==> src/rtl/u8u16_pkg.sv <==
// ----------------------------------------------------------------------------
// u8u16_pkg
// Types and constants shared by the transcoder front end, job queue and back end.
// ----------------------------------------------------------------------------
package u8u16_pkg;

	localparam int UnitW  = 16;
	localparam int ByteW  = 8;
	localparam int QDepth = 4;
	localparam int QAw    = $clog2(QDepth);

	localparam logic DIR_DECODE = 1'b0;
	localparam logic DIR_ENCODE = 1'b1;

	// One classified item, waiting for the back end to expand it.
	typedef struct packed {
		logic             enc;     // encode job: data is a raw UTF-16 unit
		logic [1:0]       nres;    // number of results, 1..3
		logic [UnitW-1:0] data;    // decoded unit or unit to encode
		logic             eos;     // item closed its string
		logic             trunc;   // string ended inside a sequence
	} job_t;

endpackage

==> src/rtl/u8u16_front.sv <==
// ----------------------------------------------------------------------------
// u8u16_front
// Accepts input beats, runs the UTF-8 sequence tracker and queues one job per
// item that yields results.
// ----------------------------------------------------------------------------
module u8u16_front (
	input  logic                      clk,
	input  logic                      arst_n,
	input  logic                      cfg_valid,
	output logic                      cfg_ready,
	input  logic                      cfg_data,
	input  logic                      push,
	output logic                      full,
	input  logic [u8u16_pkg::UnitW-1:0] unit_in,
	input  logic                      string_end,
	input  logic                      q_full,
	output logic                      job_push,
	output u8u16_pkg::job_t           job
);
	import u8u16_pkg::*;

	logic             dir_q;
	logic [1:0]       pend_q;
	logic [UnitW-1:0] acc_q;

	logic             accept;
	logic [ByteW-1:0] b;
	logic [1:0]       pend_nxt;
	logic [UnitW-1:0] acc_nxt;
	logic             emit;

	assign cfg_ready = 1'b1;
	assign full      = q_full;
	assign accept    = push && !q_full;
	assign b         = unit_in[ByteW-1:0];

	always_comb begin
		pend_nxt   = pend_q;
		acc_nxt    = acc_q;
		emit       = 1'b0;
		job        = '0;
		job.eos    = string_end;
		if (dir_q == DIR_ENCODE) begin
			emit     = 1'b1;
			job.enc  = 1'b1;
			job.data = unit_in;
			if (unit_in <= 16'h007F) begin
				job.nres = 2'd1;
			end else if (unit_in <= 16'h07FF) begin
				job.nres = 2'd2;
			end else begin
				job.nres = 2'd3;
			end
		end else begin
			job.nres = 2'd1;
			if (pend_q == 2'd0 && b <= 8'h7F) begin
				emit     = 1'b1;
				job.data = {8'h00, b};
			end else if (pend_q == 2'd0 || pend_q == 2'd2) begin
				if (pend_q == 2'd2) begin
					acc_nxt  = acc_q | {4'h0, b[5:0], 6'h00};
					pend_nxt = 2'd1;
				end else if (b <= 8'hDF) begin
					acc_nxt  = {5'h00, b[4:0], 6'h00};
					pend_nxt = 2'd1;
				end else begin
					acc_nxt  = {b[3:0], 12'h000};
					pend_nxt = 2'd2;
				end
				// string closed mid-sequence: flush what was gathered
				if (string_end) begin
					emit      = 1'b1;
					job.data  = acc_nxt;
					job.trunc = 1'b1;
					acc_nxt   = '0;
					pend_nxt  = 2'd0;
				end
			end else begin
				emit     = 1'b1;
				job.data = acc_q | {10'h000, b[5:0]};
				acc_nxt  = '0;
				pend_nxt = 2'd0;
			end
		end
	end

	assign job_push = accept && emit;

	always_ff @(posedge clk or negedge arst_n) begin
		if (!arst_n) begin
			dir_q  <= DIR_DECODE;
			pend_q <= 2'd0;
			acc_q  <= '0;
		end else if (cfg_valid && cfg_ready) begin
			dir_q  <= cfg_data;
			pend_q <= 2'd0;
			acc_q  <= '0;
		end else if (accept && dir_q == DIR_DECODE) begin
			pend_q <= pend_nxt;
			acc_q  <= acc_nxt;
		end
	end

endmodule

==> src/rtl/u8u16_fifo.sv <==
// ----------------------------------------------------------------------------
// u8u16_fifo
// Short job queue between the front end and the back end.
// ----------------------------------------------------------------------------
module u8u16_fifo (
	input  logic            clk,
	input  logic            arst_n,
	input  logic            wr_en,
	input  u8u16_pkg::job_t wr_data,
	output logic            q_full,
	input  logic            rd_en,
	output u8u16_pkg::job_t rd_data,
	output logic            q_avail
);
	import u8u16_pkg::*;

	job_t            mem_q [QDepth];
	logic [QAw-1:0]  wptr_q;
	logic [QAw-1:0]  rptr_q;
	logic [QAw:0]    cnt_q;
	logic            do_wr;
	logic            do_rd;

	assign q_full  = (cnt_q == QAw'(0) + (QAw+1)'(QDepth));
	assign q_avail = (cnt_q != '0);
	assign rd_data = mem_q[rptr_q];
	assign do_wr   = wr_en && !q_full;
	assign do_rd   = rd_en && q_avail;

	always_ff @(posedge clk) begin
		if (do_wr) begin
			mem_q[wptr_q] <= wr_data;
		end
	end

	always_ff @(posedge clk or negedge arst_n) begin
		if (!arst_n) begin
			wptr_q <= '0;
			rptr_q <= '0;
			cnt_q  <= '0;
		end else begin
			if (do_wr) begin
				wptr_q <= wptr_q + QAw'(1);
			end
			if (do_rd) begin
				rptr_q <= rptr_q + QAw'(1);
			end
			if (do_wr && !do_rd) begin
				cnt_q <= cnt_q + (QAw+1)'(1);
			end else if (do_rd && !do_wr) begin
				cnt_q <= cnt_q - (QAw+1)'(1);
			end
		end
	end

endmodule

==> src/rtl/u8u16_back.sv <==
// ----------------------------------------------------------------------------
// u8u16_back
// Expands jobs into beats in an output register, one per cycle unless stalled.
// ----------------------------------------------------------------------------
module u8u16_back (
	input  logic                        clk,
	input  logic                        arst_n,
	input  logic                        q_avail,
	input  u8u16_pkg::job_t             job,
	output logic                        job_pop,
	output logic                        empty,
	input  logic                        pop,
	output logic [u8u16_pkg::UnitW-1:0] unit_out,
	output logic                        last_of_input,
	output logic                        truncated,
	output logic                        string_done
);
	import u8u16_pkg::*;

	logic             out_valid_q;
	logic [UnitW-1:0] unit_q;
	logic             last_q;
	logic             trunc_q;
	logic             done_q;
	logic [1:0]       idx_q;

	logic             load;
	logic             is_last;
	logic [ByteW-1:0] byte_v;
	logic [UnitW-1:0] res_unit;

	assign load    = q_avail && (!out_valid_q || pop);
	assign is_last = (idx_q == job.nres - 2'd1);
	assign job_pop = load && is_last;

	always_comb begin
		byte_v = '0;
		case (job.nres)
			2'd1: byte_v = {1'b0, job.data[6:0]};
			2'd2: begin
				if (idx_q == 2'd0) begin
					byte_v = {3'b110, job.data[10:6]};
				end else begin
					byte_v = {2'b10, job.data[5:0]};
				end
			end
			2'd3: begin
				case (idx_q)
					2'd0:    byte_v = {4'b1110, job.data[15:12]};
					2'd1:    byte_v = {2'b10, job.data[11:6]};
					default: byte_v = {2'b10, job.data[5:0]};
				endcase
			end
			default: byte_v = '0;
		endcase
		res_unit = job.enc ? {8'h00, byte_v} : job.data;
	end

	always_ff @(posedge clk) begin
		if (load) begin
			unit_q  <= res_unit;
			last_q  <= is_last;
			trunc_q <= job.trunc;
			done_q  <= is_last && job.eos;
		end
	end

	always_ff @(posedge clk or negedge arst_n) begin
		if (!arst_n) begin
			out_valid_q <= 1'b0;
			idx_q       <= 2'd0;
		end else begin
			if (load) begin
				out_valid_q <= 1'b1;
				idx_q       <= is_last ? 2'd0 : idx_q + 2'd1;
			end else if (pop) begin
				out_valid_q <= 1'b0;
			end
		end
	end

	assign empty         = !out_valid_q;
	assign unit_out      = unit_q;
	assign last_of_input = last_q;
	assign truncated     = trunc_q;
	assign string_done   = done_q;

endmodule

==> src/rtl/utf8_utf16_transcoder.sv <==
// ----------------------------------------------------------------------------
// utf8_utf16_transcoder
// UTF-8 to UTF-16 (BMP) decoder and UTF-16 to UTF-8 encoder with a front end,
// a four-job queue and a result back end.
//
//   channel  | handshake          | payload
//   ---------+--------------------+----------------------------------------------
//   input    | push / full        | unit_in, string_end
//   result   | empty / pop        | unit_out, last_of_input, truncated, string_done
//   config   | cfg_valid/cfg_ready| cfg_data (direction)
//
// One input beat per cycle while full is low; its first result passes through the
// job queue and then the output register before it reaches the result ports.
// The back end emits one result beat per cycle unless its output is stalled, so a
// two- or three-byte encoding holds it to the last byte; the queue absorbs that.
// full follows the job queue; a stalled result register backs up into it.
// Reset clears direction, decoder state, queue and output valid flag; no init pass.
// ----------------------------------------------------------------------------
module utf8_utf16_transcoder (
	input  logic                        clk,
	input  logic                        arst_n,
	input  logic                        cfg_valid,
	output logic                        cfg_ready,
	input  logic                        cfg_data,
	input  logic                        push,
	output logic                        full,
	input  logic [u8u16_pkg::UnitW-1:0] unit_in,
	input  logic                        string_end,
	output logic                        empty,
	input  logic                        pop,
	output logic [u8u16_pkg::UnitW-1:0] unit_out,
	output logic                        last_of_input,
	output logic                        truncated,
	output logic                        string_done
);
	import u8u16_pkg::*;

	job_t wr_job;
	job_t head_job;
	logic job_push;
	logic job_pop;
	logic q_full;
	logic q_avail;

	u8u16_front u_front (
		.clk        (clk),
		.arst_n     (arst_n),
		.cfg_valid  (cfg_valid),
		.cfg_ready  (cfg_ready),
		.cfg_data   (cfg_data),
		.push       (push),
		.full       (full),
		.unit_in    (unit_in),
		.string_end (string_end),
		.q_full     (q_full),
		.job_push   (job_push),
		.job        (wr_job)
	);

	u8u16_fifo u_fifo (
		.clk     (clk),
		.arst_n  (arst_n),
		.wr_en   (job_push),
		.wr_data (wr_job),
		.q_full  (q_full),
		.rd_en   (job_pop),
		.rd_data (head_job),
		.q_avail (q_avail)
	);

	u8u16_back u_back (
		.clk           (clk),
		.arst_n        (arst_n),
		.q_avail       (q_avail),
		.job           (head_job),
		.job_pop       (job_pop),
		.empty         (empty),
		.pop           (pop),
		.unit_out      (unit_out),
		.last_of_input (last_of_input),
		.truncated     (truncated),
		.string_done   (string_done)
	);

endmodule

==> config.mk <==
export PLATFORM = sky130hd
export DESIGN_NAME = utf8_utf16_transcoder
export DESIGN_NICKNAME = d
export VERILOG_FILES = /design/src/rtl/u8u16_pkg.sv /design/src/rtl/u8u16_front.sv /design/src/rtl/u8u16_fifo.sv /design/src/rtl/u8u16_back.sv /design/src/rtl/utf8_utf16_transcoder.sv
export SDC_FILE = /design/constraint.sdc
export NUM_CORES = 1
export LEC_CHECK = 0
export ABC_AREA = 1
export BUFFER_PORTS_ARGS = -buffer_cell sky130_fd_sc_hd__buf_2
export CORE_MARGIN = 3
export CORE_UTILIZATION = 60
export CTS_BUF_LIST = sky130_fd_sc_hd__clkbuf_16
export DETAILED_ROUTE_END_ITERATION = 7
export GPL_ROUTABILITY_DRIVEN = 0
export PLACE_DENSITY = 0.83
export SYNTH_ARGS = -nofsm -noshare
export SYNTH_HDL_FRONTEND = slang
export SYNTH_SLANG_ARGS = --single-unit
==> constraint.sdc <==
create_clock -name clk -period 4.1 [get_ports clk]
set_input_delay 0.205 -clock clk [delete_from_list [all_inputs] [get_ports clk]]
set_output_delay 0.205 -clock clk [all_outputs]
set_load 0.02 [all_outputs]
==> impl_summary.md <==
Die
For this design the top-level I/O count stands at 45. The die covers 11,230 sq um. The initial utilization of the core area, before any placement, comes to 0.6340. Measured along the x axis, the die boundary spans 106.0 um. The core outline area is 9459 sq um. After floorplanning, the core was divided into 35 placement rows. The vertical die dimension is 106.0 um.

Worst setup path
The setup check on the worst reg-to-reg path leaves a slack of 0.58 ns. The critical path is of the flip-flop to flip-flop type. The worst endpoint data arrival time is 3.80 ns.

STA puts the critical path data required time at 4.38 ns. The worst setup path is captured at a flip-flop. For the worst flop-to-flop path, the logic depth is 12. Of all nets on the critical path, the largest fanout is 28. STA classifies the critical path startpoint as a flip-flop.

Timing
For the pin with the worst max-slew slack, the measured transition is 0.9093 ns. Measured against its own limit, the worst slew margin works out to 0.3938. The hold violation total from the final report was 0. The setup-violating endpoint count in the final report is 0. Based on the critical path, the design can be clocked at up to 283.9 MHz. The max-slew violation count is 0.

On the final layout, the worst hold slack is 0.01414 ns. The final critical-path setup slack is 0.5776 ns. Setup repair after global routing left no endpoint under its margin.

Adding up every negative setup slack in the final design gives 0 ns. The share of the clock period used by the worst path after layout is 0.8591. The routed design could run at a clock period as short as 3.522 ns. The setup clock skew after layout is 0.009070 ns.

GRT
The via count of the first global-routing pass is 4,348. The global-route usage over all layers is 0.2575. The initial antenna violation count came to 0. Entering global routing, the biggest net connects 31 pins. The first global-routing pass estimated 21.95 mm of wire. Summed over all layers, the global routing overflow is 0.

Synthesis
For this run, the number of Yosys warnings is 0. The most used flip-flop cell after synthesis is edfxtp_1. The share of flip-flops with an asynchronous set or reset is 0.2197. The area fraction of the dominant cell type after synthesis is 0.5158. Among all cell types in the netlist, the one instantiated most often is nand2_1.

The number of enable-type register cells in the synthesized netlist is 103. In this run, distinct cell masters in the synthesized netlist total 39. The netlist area before placement is 5997 sq um. By count the netlist is led by nand2_1 (134), edfxtp_1 (103), inv_1 (56).

The average instance area after synthesis is 10.61 sq um. The post-synthesis sequential area ratio is 0.6368. The number of nets handed over by synthesis was 601. By area the synthesized netlist is led by edfxtp_1 (52%), dfrtp_1 (12%), nand2_1 (8.4%). The synthesized design spends more area on one cell type than any other, namely edfxtp_1. In the synthesized netlist, the number of instances is 565. Synthesis inferred 132 register bits.

Power and ir drop
The design draws 5.270 mW. IR analysis of the VDD net gives a maximum drop of 0.0004243 V. Power spread over the standard cell area amounts to 763.2 nW/um^2. The cell leakage power is 2.892 nW.

CTS
The worst-skew pair later-pin latency is 0.41 ns. The clock transition at the registers of the reported paths is 0.06 ns. The clock passes through at most 2 buffers.

The maximum level of the CTS H-tree is 4. The tree is rooted in a clkbuf_16. After clock tree synthesis, the repair step resized 0 gates. Buffers inserted during clock tree synthesis total 17. The total clock sinks is 132.

TritonCTS built the clock tree.

Finish
0 antenna diodes ended up in the layout. From synthesis to final layout, the design area changed by 15.15%. The final core utilization is 0.7300.

The net count of the finished layout is 654. In the final layout, the share of cells above drive strength 1 is 0.1619.

Route
Across all layers, the routed design uses 4,413 vias. The first routing iteration left 449 violations. The post-route DRC violation count is 0. The via density per instance is 5.814. In the final routed layout, each cell accounts on average for 17.87 um.

The length of the first detailed-routing pass in iterations is 5. After detailed routing, the total wire length is 13.57 mm. The residual antenna-violating net count after detailed routing is 0.

Hold path
The worst min-delay path category is primary input to flip-flop. The number of instances on the worst hold path is 3.

Placement
The placed wire-length estimate is 8.643 mm. Timing analysis after detailed placement gives a worst setup slack of 0.7065 ns. The number of buffer cells added on primary ports is 43.

Run status
The run finished with clean final reports.

Job
The max-cap violation count is 0.
## final timing paths
path,endpoint,start
max,u_fifo.cnt_q[2],u_fifo.rptr_q[0]
min,u_front.dir_q,cfg_data
max reg2reg,u_fifo.cnt_q[2],u_fifo.rptr_q[0]
min reg2reg,u_front.acc_q[1],u_front.acc_q[1]
max in group asynchronous,u_fifo.rptr_q[1],arst_n
min in group asynchronous,u_front.acc_q[2],arst_n
## cell families after synthesis
logic type	Yosys count	synth area share
and+or+nand+nor	238	0.1677
DFF	132	0.6368
AOI/OAI and AO/OA	94	0.09577
buffers and inverters	82	0.06343
adders and majority gates	13	0.02837
xor gates and xnor gates	5	0.007302
other	1	0.0006253
## cells in the final DEF (no fill, tap or decap), drive strengths merged
| cell | Yosys | final |
|---|---|---|
| a21oi | 10 | 10 |
| a21o | 2 | 2 |
| dlygate4sd3 | 0 | 2 |
| nand3 | 37 | 37 |
| nand2 | 137 | 137 |
| clkbuf | 2 | 17 |
| buf | 17 | 51 |
| o221ai | 1 | 1 |
| fa | 1 | 1 |
| xnor2 | 1 | 1 |
| edfxtp | 103 | 103 |
| a32oi | 1 | 1 |
| nand4 | 7 | 7 |
| o31ai | 1 | 1 |
| nor2 | 55 | 55 |
| clkinv | 0 | 7 |
| dfrtp | 29 | 29 |
| o21bai | 1 | 1 |
| clkinvlp | 0 | 3 |
| ha | 12 | 12 |
| bufinv | 0 | 3 |
| and2 | 1 | 1 |
| xor2 | 4 | 4 |
| nor3 | 1 | 1 |
| o211ai | 2 | 2 |
| o22ai | 17 | 17 |
| inv | 63 | 64 |
| o21ai | 54 | 54 |
| conb | 1 | 1 |
| o32ai | 5 | 5 |
## per-layer routing
layer / wire, um / GRT usage / up-vias / part of all wire
met5: 0 / 0 / - / 0
met4: 347 / 0.09436 / 0 / 0.026
met3: 1187 / 0.06011 / 40 / 0.087
met2: 6732 / 0.4358 / 280 / 0.50
met1: 5297 / 0.3258 / 2065 / 0.39
li1: - / - / 2028 / -
## report_power, final
part	switching [mW]	leakage (nW)	total (mW)	internal (mW)
registers	0.141	1.35	1.99	1.84
clock network	0.559	0.282	1.51	0.948
logic	1.25	1.26	1.78	0.531
## sequential cells by signal (all words and copies together) (netlist names)
signal                flops
u_fifo.cnt_q              3
u_fifo.wptr_q             2
u_back.last_of_input      1
u_front.dir_q             1
u_front.acc_q            16
u_back.string_done        1
u_front.pend_q            2
u_back.out_valid_q        1
u_back.truncated          1
u_fifo.rptr_q             2
u_back.unit_out          16
u_fifo.mem_q             84
u_back.idx_q              2
## timing repair
item | in CTS | in global routing
endpoints found under the hold margin | 30 | 0
hold buffers | 2 | 0
buffers inserted | 0 | 0
## area by class of cell
class | instances | area, sq um
inverter | 63 | 244.0
multi-input combinational | 351 | 1798
sequential | 132 | 3819
fill | 626 | 2554
tap | 129 | 161.4
clock inverter | 14 | 162.7
clock buffer | 17 | 425.4
timing repair buffer | 53 | 295.3
## critical path, stage by stage (launching register included)
cell	delay, ns
dfrtp_1	0.94
a21oi_1	0.19
a32oi_1	0.33
inv_1	0.12
ha_1	0.31
xor2_1	0.20
nand3_1	0.16
ha_1	0.17
inv_1	0.07
fa_1	0.45
a21oi_1	0.17
o21ai_0	0.13
xor2_1	0.16
## per-stage QoR
step | instances | area [sq um]
after floorplan | 565 | 5997
after global placement | 726 | 6297
after detailed placement | 726 | 6297
after CTS | 759 | 6905
after global routing | 759 | 6905
final | 759 | 6905
Note: power is estimated with default switching activity, not from simulation.
